$ cat src/design/config_text_tokenizer_defines.svh
// Assertion macros used by the config text tokenizer state machine RTL
`ifndef CONFIG_TEXT_TOKENIZER_DEFINES_SVH
`define CONFIG_TEXT_TOKENIZER_DEFINES_SVH

// same-cycle implication, sampled on clk, off while arst_n is low
`define CTT_ASSERT_IMP(label, cond, prop) \
	label: assert property (@(posedge clk) disable iff (!arst_n) (cond) |-> (prop)) \
		else $error("tokenizer assertion failed");

// next-cycle implication
`define CTT_ASSERT_NXT(label, cond, prop) \
	label: assert property (@(posedge clk) disable iff (!arst_n) (cond) |=> (prop)) \
		else $error("tokenizer assertion failed");

`endif

$ cat src/design/cfgtok_pkg.sv
// Types and character constants for the config text tokenizer
`timescale 1ns / 1ps
package cfgtok_pkg;

	typedef enum logic [2:0] {
		EV_NONE   = 3'd0,
		EV_ERR    = 3'd1,
		EV_NAME   = 3'd2,
		EV_SOPEN  = 3'd3,
		EV_SCLOSE = 3'd4,
		EV_NUM    = 3'd5,
		EV_STR    = 3'd6,
		EV_BOOL   = 3'd7
	} ev_t;

	typedef struct packed {
		logic       ident;
		logic       space;
		logic       digit;
		logic [7:0] lc;
	} class_t;

	typedef struct packed {
		ev_t         ev;
		logic        app_v;
		logic [7:0]  app_b;
		logic [15:0] line;
		logic [15:0] col;
	} result_t;

	localparam logic REG_MASK_LOW  = 1'b0;
	localparam logic REG_MASK_HIGH = 1'b1;

	localparam logic [7:0] CH_TAB    = 8'h09;
	localparam logic [7:0] CH_LF     = 8'h0A;
	localparam logic [7:0] CH_CR     = 8'h0D;
	localparam logic [7:0] CH_SPACE  = 8'h20;
	localparam logic [7:0] CH_QUOTE  = 8'h22;
	localparam logic [7:0] CH_PLUS   = 8'h2B;
	localparam logic [7:0] CH_MINUS  = 8'h2D;
	localparam logic [7:0] CH_DOT    = 8'h2E;
	localparam logic [7:0] CH_SLASH  = 8'h2F;
	localparam logic [7:0] CH_0      = 8'h30;
	localparam logic [7:0] CH_9      = 8'h39;
	localparam logic [7:0] CH_SEMI   = 8'h3B;
	localparam logic [7:0] CH_EQ     = 8'h3D;
	localparam logic [7:0] CH_UP_A   = 8'h41;
	localparam logic [7:0] CH_UP_E   = 8'h45;
	localparam logic [7:0] CH_UP_Z   = 8'h5A;
	localparam logic [7:0] CH_A      = 8'h61;
	localparam logic [7:0] CH_E      = 8'h65;
	localparam logic [7:0] CH_F      = 8'h66;
	localparam logic [7:0] CH_L      = 8'h6C;
	localparam logic [7:0] CH_R      = 8'h72;
	localparam logic [7:0] CH_S      = 8'h73;
	localparam logic [7:0] CH_T      = 8'h74;
	localparam logic [7:0] CH_U      = 8'h75;
	localparam logic [7:0] CH_LBRACE = 8'h7B;
	localparam logic [7:0] CH_RBRACE = 8'h7D;
	localparam logic [7:0] CASE_OFS  = 8'h20;
	localparam logic [7:0] CH_NUL    = 8'h00;

	localparam logic [63:0] MASK_LOW_RST  = 64'h03FF_0000_0000_0000;
	localparam logic [63:0] MASK_HIGH_RST = 64'h07FF_FFFE_8000_0000;

endpackage

$ cat src/design/cfgtok_class.sv
// Byte classifier: identifier, whitespace, digit and lowercase
`timescale 1ns / 1ps
module cfgtok_class import cfgtok_pkg::*; (
	input  logic [7:0]  in_byte,
	input  logic [63:0] mask_low,
	input  logic [63:0] mask_high,
	output class_t      cls
);

	logic [127:0] mask;

	assign mask = {mask_high, mask_low};

	always_comb begin
		cls.ident = !in_byte[7] && mask[in_byte[6:0]];
		cls.space = (in_byte == CH_SPACE) || (in_byte >= CH_TAB && in_byte <= CH_CR);
		cls.digit = (in_byte >= CH_0) && (in_byte <= CH_9);
		cls.lc    = (in_byte >= CH_UP_A && in_byte <= CH_UP_Z) ? in_byte + CASE_OFS : in_byte;
	end

endmodule

$ cat src/design/cfgtok_fsm.sv
// Recognizer state machine with line and column counters
`timescale 1ns / 1ps
`include "config_text_tokenizer_defines.svh"
module cfgtok_fsm import cfgtok_pkg::*; #(
	parameter int COUNTER_WIDTH = 16
) (
	input  logic       clk,
	input  logic       arst_n,
	input  logic       step,
	input  logic [7:0] in_byte,
	input  class_t     cls,
	output result_t    res
);

	typedef enum logic [4:0] {
		ST_WS       = 5'd0,
		ST_CMT1     = 5'd1,
		ST_CMT      = 5'd2,
		ST_IDENT    = 5'd3,
		ST_AFTER_ID = 5'd4,
		ST_VAL_WS   = 5'd5,
		ST_NUM      = 5'd6,
		ST_NUM_END  = 5'd7,
		ST_STR      = 5'd8,
		ST_STR_WS   = 5'd9,
		ST_T1       = 5'd10,
		ST_T2       = 5'd11,
		ST_T3       = 5'd12,
		ST_F1       = 5'd13,
		ST_F2       = 5'd14,
		ST_F3       = 5'd15,
		ST_F4       = 5'd16,
		ST_BOOL_END = 5'd17
	} state_t;

	localparam logic [COUNTER_WIDTH-1:0] CNT_ONE = COUNTER_WIDTH'(1);
	localparam logic [COUNTER_WIDTH-1:0] CNT_MAX = '1;

	state_t                   state_q, st_eff, st_nxt;
	logic [COUNTER_WIDTH-1:0] line_q, col_q, line_eff, col_eff, col_nxt;
	logic                     is_nl;
	ev_t                      ev;
	logic                     app_v;
	logic [7:0]               app_b;

	assign is_nl    = (in_byte == CH_LF);
	assign st_eff   = (is_nl && state_q == ST_CMT) ? ST_WS : state_q;
	assign line_eff = (is_nl && line_q != CNT_MAX) ? line_q + CNT_ONE : line_q;
	assign col_eff  = is_nl ? CNT_ONE : col_q;
	assign col_nxt  = (ev == EV_NONE && col_eff != CNT_MAX) ? col_eff + CNT_ONE : col_eff;

	always_comb begin
		st_nxt = st_eff;
		ev     = EV_NONE;
		app_v  = 1'b0;
		app_b  = CH_NUL;
		unique case (st_eff)
			ST_WS: begin
				priority if (cls.ident) begin
					st_nxt = ST_IDENT; app_v = 1'b1; app_b = in_byte;
				end else if (in_byte == CH_RBRACE) begin
					ev = EV_SCLOSE;
				end else if (cls.space) begin
					st_nxt = ST_WS;
				end else if (in_byte == CH_SLASH) begin
					st_nxt = ST_CMT1;
				end else begin
					ev = EV_ERR;
				end
			end
			ST_CMT1: begin
				if (in_byte == CH_SLASH) st_nxt = ST_CMT;
				else ev = EV_ERR;
			end
			ST_CMT: begin
				st_nxt = ST_CMT;
			end
			ST_IDENT: begin
				priority if (cls.ident) begin
					app_v = 1'b1; app_b = in_byte;
				end else if (cls.space) begin
					st_nxt = ST_AFTER_ID;
				end else if (in_byte == CH_EQ) begin
					st_nxt = ST_VAL_WS; ev = EV_NAME;
				end else if (in_byte == CH_LBRACE) begin
					st_nxt = ST_WS; ev = EV_SOPEN;
				end else begin
					ev = EV_ERR;
				end
			end
			ST_AFTER_ID: begin
				priority if (in_byte == CH_EQ) begin
					st_nxt = ST_VAL_WS; ev = EV_NAME;
				end else if (in_byte == CH_LBRACE) begin
					st_nxt = ST_WS; ev = EV_SOPEN;
				end else if (cls.space) begin
					st_nxt = ST_AFTER_ID;
				end else begin
					ev = EV_ERR;
				end
			end
			ST_VAL_WS: begin
				priority if (cls.space) begin
					st_nxt = ST_VAL_WS;
				end else if (cls.digit || in_byte == CH_PLUS || in_byte == CH_MINUS ||
						in_byte == CH_DOT) begin
					st_nxt = ST_NUM; app_v = 1'b1; app_b = in_byte;
				end else if (in_byte == CH_QUOTE) begin
					st_nxt = ST_STR;
				end else if (cls.lc == CH_T) begin
					st_nxt = ST_T1; app_v = 1'b1; app_b = CH_T;
				end else if (cls.lc == CH_F) begin
					st_nxt = ST_F1; app_v = 1'b1; app_b = CH_F;
				end else begin
					ev = EV_ERR;
				end
			end
			ST_NUM: begin
				priority if (cls.digit || in_byte == CH_DOT || in_byte == CH_E ||
						in_byte == CH_UP_E) begin
					app_v = 1'b1; app_b = in_byte;
				end else if (cls.space) begin
					st_nxt = ST_NUM_END;
				end else if (in_byte == CH_SEMI) begin
					st_nxt = ST_WS; ev = EV_NUM;
				end else begin
					ev = EV_ERR;
				end
			end
			ST_NUM_END: begin
				priority if (cls.space) begin
					st_nxt = ST_NUM_END;
				end else if (in_byte == CH_SEMI) begin
					st_nxt = ST_WS; ev = EV_NUM;
				end else begin
					ev = EV_ERR;
				end
			end
			ST_STR: begin
				if (in_byte == CH_QUOTE) begin
					st_nxt = ST_STR_WS;
				end else begin
					app_v = 1'b1; app_b = in_byte;
				end
			end
			ST_STR_WS: begin
				priority if (in_byte == CH_QUOTE) begin
					st_nxt = ST_STR;
				end else if (cls.space) begin
					st_nxt = ST_STR_WS;
				end else if (in_byte == CH_SEMI) begin
					st_nxt = ST_WS; ev = EV_STR; app_v = 1'b1; app_b = CH_NUL;
				end else begin
					ev = EV_ERR;
				end
			end
			ST_T1: begin
				if (cls.lc == CH_R) begin
					st_nxt = ST_T2; app_v = 1'b1; app_b = CH_R;
				end else ev = EV_ERR;
			end
			ST_T2: begin
				if (cls.lc == CH_U) begin
					st_nxt = ST_T3; app_v = 1'b1; app_b = CH_U;
				end else ev = EV_ERR;
			end
			ST_T3: begin
				if (cls.lc == CH_E) begin
					st_nxt = ST_BOOL_END; app_v = 1'b1; app_b = CH_E;
				end else ev = EV_ERR;
			end
			ST_F1: begin
				if (cls.lc == CH_A) begin
					st_nxt = ST_F2; app_v = 1'b1; app_b = CH_A;
				end else ev = EV_ERR;
			end
			ST_F2: begin
				if (cls.lc == CH_L) begin
					st_nxt = ST_F3; app_v = 1'b1; app_b = CH_L;
				end else ev = EV_ERR;
			end
			ST_F3: begin
				if (cls.lc == CH_S) begin
					st_nxt = ST_F4; app_v = 1'b1; app_b = CH_S;
				end else ev = EV_ERR;
			end
			ST_F4: begin
				if (cls.lc == CH_E) begin
					st_nxt = ST_BOOL_END; app_v = 1'b1; app_b = CH_E;
				end else ev = EV_ERR;
			end
			ST_BOOL_END: begin
				priority if (cls.space) begin
					st_nxt = ST_BOOL_END;
				end else if (in_byte == CH_SEMI) begin
					st_nxt = ST_WS; ev = EV_BOOL;
				end else begin
					ev = EV_ERR;
				end
			end
			default: begin
				st_nxt = ST_WS;
			end
		endcase
	end

	always_comb begin
		res.ev    = ev;
		res.app_v = app_v;
		res.app_b = app_b;
		res.line  = 16'(line_eff);
		res.col   = 16'(col_eff);
	end

	always_ff @(posedge clk or negedge arst_n) begin
		if (!arst_n) begin
			state_q <= ST_WS;
			line_q  <= CNT_ONE;
			col_q   <= CNT_ONE;
		end else if (step) begin
			state_q <= st_nxt;
			line_q  <= line_eff;
			col_q   <= col_nxt;
		end
	end

	`CTT_ASSERT_IMP(a_err_no_append, step && ev == EV_ERR, !app_v && st_nxt == st_eff)
	`CTT_ASSERT_NXT(a_col_hold, step && ev != EV_NONE && !is_nl, $stable(col_q))
	`CTT_ASSERT_IMP(a_counters_nonzero, 1'b1, line_q != '0 && col_q != '0)

endmodule

$ cat src/design/config_text_tokenizer.sv
// Top level of the config text tokenizer: registers, handshake and datapath
//
//  channel  | dir | tdata                                     | tuser
//  s_axis   | in  | [7:0] in_byte                             | -
//  m_axis   | out | [7:0] append_byte [23:8] line [39:24] col | [2:0] event [3] append_valid
//  cfg      | in  | cfg_index 0: ident_mask_low, 1: ident_mask_high
//
// One byte per cycle sustained while m_tready stays high; each byte passes through the
// input register, then the state machine step into the result register.
// The state and counters update in the same cycle the result is registered.
// Reset returns to the whitespace state with line and column at one.
// A stalled output holds its result while one more byte waits in the input register.
`timescale 1ns / 1ps
module config_text_tokenizer import cfgtok_pkg::*; #(
	parameter int COUNTER_WIDTH = 16
) (
	input  logic        clk,
	input  logic        arst_n,
	input  logic        s_tvalid,
	output logic        s_tready,
	input  logic [7:0]  s_tdata,   // [7:0] in_byte
	output logic        m_tvalid,
	input  logic        m_tready,
	output logic [39:0] m_tdata,   // [7:0] append_byte, [23:8] line_number, [39:24] column_number
	output logic [3:0]  m_tuser,   // [2:0] event_res, [3] append_valid
	input  logic        cfg_we,
	input  logic        cfg_index,
	input  logic [63:0] cfg_wdata
);

	logic [63:0] mask_low_q, mask_high_q;
	logic [7:0]  byte_s1;
	logic        valid_s1, valid_s2;
	result_t     res, res_s2;
	class_t      cls;
	logic        advance, step;

	assign advance  = !valid_s2 || m_tready;
	assign step     = valid_s1 && advance;
	assign s_tready = !valid_s1 || advance;

	always_ff @(posedge clk or negedge arst_n) begin
		if (!arst_n) begin
			mask_low_q  <= MASK_LOW_RST;
			mask_high_q <= MASK_HIGH_RST;
		end else if (cfg_we) begin
			unique case (cfg_index)
				REG_MASK_LOW:  mask_low_q  <= cfg_wdata;
				REG_MASK_HIGH: mask_high_q <= cfg_wdata;
				default:       mask_low_q  <= mask_low_q;
			endcase
		end
	end

	always_ff @(posedge clk or negedge arst_n) begin
		if (!arst_n) begin
			valid_s1 <= 1'b0;
			valid_s2 <= 1'b0;
		end else begin
			if (s_tvalid && s_tready) valid_s1 <= 1'b1;
			else if (step)            valid_s1 <= 1'b0;
			if (step)          valid_s2 <= 1'b1;
			else if (m_tready) valid_s2 <= 1'b0;
		end
	end

	always_ff @(posedge clk) begin
		if (s_tvalid && s_tready) byte_s1 <= s_tdata;
		if (step)                 res_s2  <= res;
	end

	cfgtok_class u_class (
		.in_byte   (byte_s1),
		.mask_low  (mask_low_q),
		.mask_high (mask_high_q),
		.cls       (cls)
	);

	cfgtok_fsm #(
		.COUNTER_WIDTH (COUNTER_WIDTH)
	) u_fsm (
		.clk     (clk),
		.arst_n  (arst_n),
		.step    (step),
		.in_byte (byte_s1),
		.cls     (cls),
		.res     (res)
	);

	assign m_tvalid = valid_s2;
	assign m_tdata  = {res_s2.col, res_s2.line, res_s2.app_b};
	assign m_tuser  = {res_s2.app_v, res_s2.ev};

endmodule
$ cat config.mk
export PLATFORM = sky130hd
export DESIGN_NAME = config_text_tokenizer
export DESIGN_NICKNAME = d
export VERILOG_FILES = /design/src/design/cfgtok_pkg.sv /design/src/design/cfgtok_class.sv /design/src/design/cfgtok_fsm.sv /design/src/design/config_text_tokenizer.sv
export VERILOG_INCLUDE_DIRS = /design/src /design/src/design
export SDC_FILE = /design/constraint.sdc
export NUM_CORES = 1
export LEC_CHECK = 0
export ABC_AREA = 1
export BUFFER_PORTS_ARGS = -buffer_cell sky130_fd_sc_hd__clkbuf_2
export CAP_MARGIN = 40
export CORE_MARGIN = 2
export CORE_UTILIZATION = 51
export CTS_CLUSTER_DIAMETER = 200
export DETAILED_ROUTE_END_ITERATION = 12
export PLACE_DENSITY_LB_ADDON = 0.15
export SYNTH_ARGS = -nofsm -noshare
export SYNTH_HDL_FRONTEND = slang
export SYNTH_SLANG_ARGS = --single-unit
export TNS_END_PERCENT = 5
$ cat constraint.sdc
create_clock -name clk -period 4.4 [get_ports clk]
set_clock_uncertainty 0.2 [all_clocks]
set_input_delay 1.32 -clock clk [delete_from_list [all_inputs] [get_ports clk]]
set_output_delay 1.32 -clock clk [all_outputs]
set_load 0.005 [all_outputs]
==> run summary <==
Crit path launch type = flop
DRC errors left = 0
Max cap viols = 0
Simple-Gate Fraction of Synth Area = 30.28%
Critical path buffer and inverter count = 2
Hold Startpoint = mask_high_q[15]
Highest-delay cell along the critical path = edfxtp_1
Final setup viols = 0
TNS Setup = 0 ps
First-pass GRT wire length = 48.49 mm
Worst-Skew Late Latency = 540 ps
CTS Buf Count = 26
Ys flop type = dfrtp_1
Die width = 154.7 microns
Cells after Synth = 1551
Register area share after synthesis = 49.97%
Nets = 1736
Slew margin rel. = 46.26%
Met2 Track Usage GR = 41.54%
Share of cells above drive strength 1 = 15.42%
Die H = 154.7 microns
Layout area overhead = 14.63%
I/O Pins = 124
DP HPWL = 20.33 mm
# diodes = 0
CTS tree = built
Met3 usage = 3.334%
# rows = 55
Power Density = 469.7 nW/um^2
Post-layout min period = 3594 ps
WHS = 281.9 ps
Pleak = 6.783 nW
Pre-CTS setup slack = 856.2 ps
Worst Path Arrival = 3650 ps
Reg2reg setup slack = 810 ps
Crit path top cell by count = nand2_1
Synth top area share = 27.65%
Vias in the first global route = 9546
Async SR Flop Fraction = 76.26%
GP Congestion = 0.9254
PostCTS Resize Cnt = 0
WL per Instance = 14.90 microns
Max Buffers Root-to-Sink = 3
Status = finished, final reports clean
Starting density of the core = 51.49%
Mapped Nets = 1633
Final setup margin = 805.5 ps
Netlist cell types = 41
Vias = 10086
Xor/xnor share of the synthesized area = 1.436%
Worst path cell trace = inv_2 > buf_4 > nand2_1 > nand2_1 > nand2_1 > nand2_1 > nor2_1 > nor2_1 > nor2_1 > nand2_1 > nand2_1 > nand2_1 > nand2_1 > nand2_1 > nor3_1 > o221ai_1
WP data required = 4460 ps
DRT Pass-1 Iters = 5
Largest net degree at the start of global routing = 129
Most frequent cells after synthesis = 607 x nand2_1, 171 x inv_1, 158 x o21ai_0
Clock Sinks = 219
Largest family of logic cells by synthesized area = simple AND/OR/NAND/NOR gates
CTS root buffer = clkbuf_16
GRT overflow = 0
CP max FO = 20
CP Capture Type = flop
Post-Syn Area per Cell = 7.470 sq um
Number of flops mapped to enable cells by yosys = 52
Yosys reg bits = 219
Antenna viol nets, final = 0
FMAX = 0.2782 GHz
Maximum vdd drop = 0.3657 mV
Most used routing layer = met2
Worst r2r src = byte_s1[1]
Cell family with most CP delay = simple AND/OR/NAND/NOR gates
Hold Violations, Final = 0
Met1 Use GR = 34.51%
Most frequent cell after synthesis = nand2_1
Hold buffer count at cts = 0
Total core area = 22500 sq um
CP Class = reg2reg
Biggest area consumer among synthesized cells = dfrtp_1
Slowest stage delay, CP = 710 ps
PortBufs = 123
Final Cycle Share = 81.69%
Hold Path Class = reg2reg
Worst slew pin tran = 806.1 ps
Yosys warning total = 0
Adder-cell share of the synthesized area = 0.4320%
Unrepaired setup endpoints after global routing = no
Max-slew violation count = 0
Clk slew on worst S/H paths = 60 ps
Initial DRC count = 644
Setup bufs post-CTS = 0
Post-synth design cell area = 11590 sq um
Routed WL = 29.17 mm
H-tree depth reported by CTS = 1
DR vias/cell = 5.151
Top cells by area, synth = dfrtp_1 28%, nand2_1 20%, edfxtp_1 13%, dfstp_2 8.8%, o21ai_0 6.8%
Initial antenna violation count = 0
Total Routing Usage GR = 24.94%
Die area = 23940 sq um
Mux contribution to synthesized area = 0%
Compound-cell area share of the yosys netlist = 9.298%
CP startpoint = byte_s1[1]
-- area by class of cell --
cell class	instances	area, sq um
clock buffer	42	762.0
inverter	188	706.9
timing repair buffer	138	797.0
sequential	219	5789
tap	285	356.6
fill	2129	9221
clock inverter	5	52.55
multi-input combinational	1081	4817
-- metrics by stage --
stage | area (sq um) | instances | total power [mW] | util (%)
after global routing | 13280 | 1958 | 6.640 | 59.02
after floorplan | 11590 | 1551 | 3.756 | -
after CTS | 13280 | 1958 | 6.290 | 59.02
after global placement | 12470 | 1911 | 4.205 | 55.40
after detailed placement | 12470 | 1911 | 4.222 | 55.40
final | 13280 | 1958 | 6.238 | 59.02
-- worst register-to-register path, delay by kind of cell, from the launching register on --
| kind | cells | cell delay (ps) |
|---|---|---|
| AO/OA/AOI/OAI | 1 | 190 |
| flip-flops | 1 | 710 |
| buffers and inverters | 2 | 580 |
| AND/OR/NAND/NOR | 13 | 1640 |
-- flip-flops by register name, indices dropped and copies added (netlist names) --
register / flops
byte_s1: 8
mask_high_q: 64
m_tdata: 40
u_fsm.line_q: 16
mask_low_q: 64
u_fsm.col_q: 16
u_fsm.state_q: 5
valid_s1: 1
m_tuser: 4
m_tvalid: 1
-- per-layer routing --
metal	routed length, microns	share of wire, %
met5	0	0
met4	680	2.3
met3	1354	4.6
met2	13790	47
met1	13340	46
-- path summary, 6_finish.rpt --
kind	endpoint	cells past startpoint
worst min-delay path	mask_high_q[15]	2
max in group asynchronous	mask_high_q[33]	2
worst max register to register	m_tdata[1]	16
min in group asynchronous	u_fsm.line_q[9]	1
worst min register to register	mask_high_q[15]	2
worst max-delay path	m_tdata[1]	16
-- where the power goes --
group / switching (mW) / leakage (nW) / internal, mW
clock network: 0.815 / 0.396 / 1.23
logic: 0.987 / 3.84 / 0.512
registers: 0.189 / 2.54 / 2.50
total: 1.99 / 6.78 / 4.25
-- cell usage in the layout, fill, tap and decap left out, types with 3 or more instances in the layout --
cell and n:
clkbuf_16 27, nor2_4 5, a21oi_1 16, o31ai_1 3, nor2_1 103, nor3_1 18, buf_4 10, clkbuf_8 3
dfrtp_1 128, buf_12 5, nand3_2 3, inv_1 170, inv_2 16, nand2_2 7, o2111ai_1 8, nand4_1 15
o21ai_0 158, a211oi_1 3, clkbuf_2 122, clkbuf_1 12, nand3_1 83, clkinv_2 3, nand2_1 605, xor2_1 17
nor2_2 10, edfxtp_1 52, ha_1 4, dfstp_2 39
-- cells by family after synthesis --
kind of cell / count (synthesis)
and+or+nand+nor: 858
buffers and inverters: 251
DFF: 219
AOI/OAI and AO/OA: 200
xor gates and xnor gates: 19
adders and majority gates: 4
No activity file was read; power rests on OpenSTA's default activity.
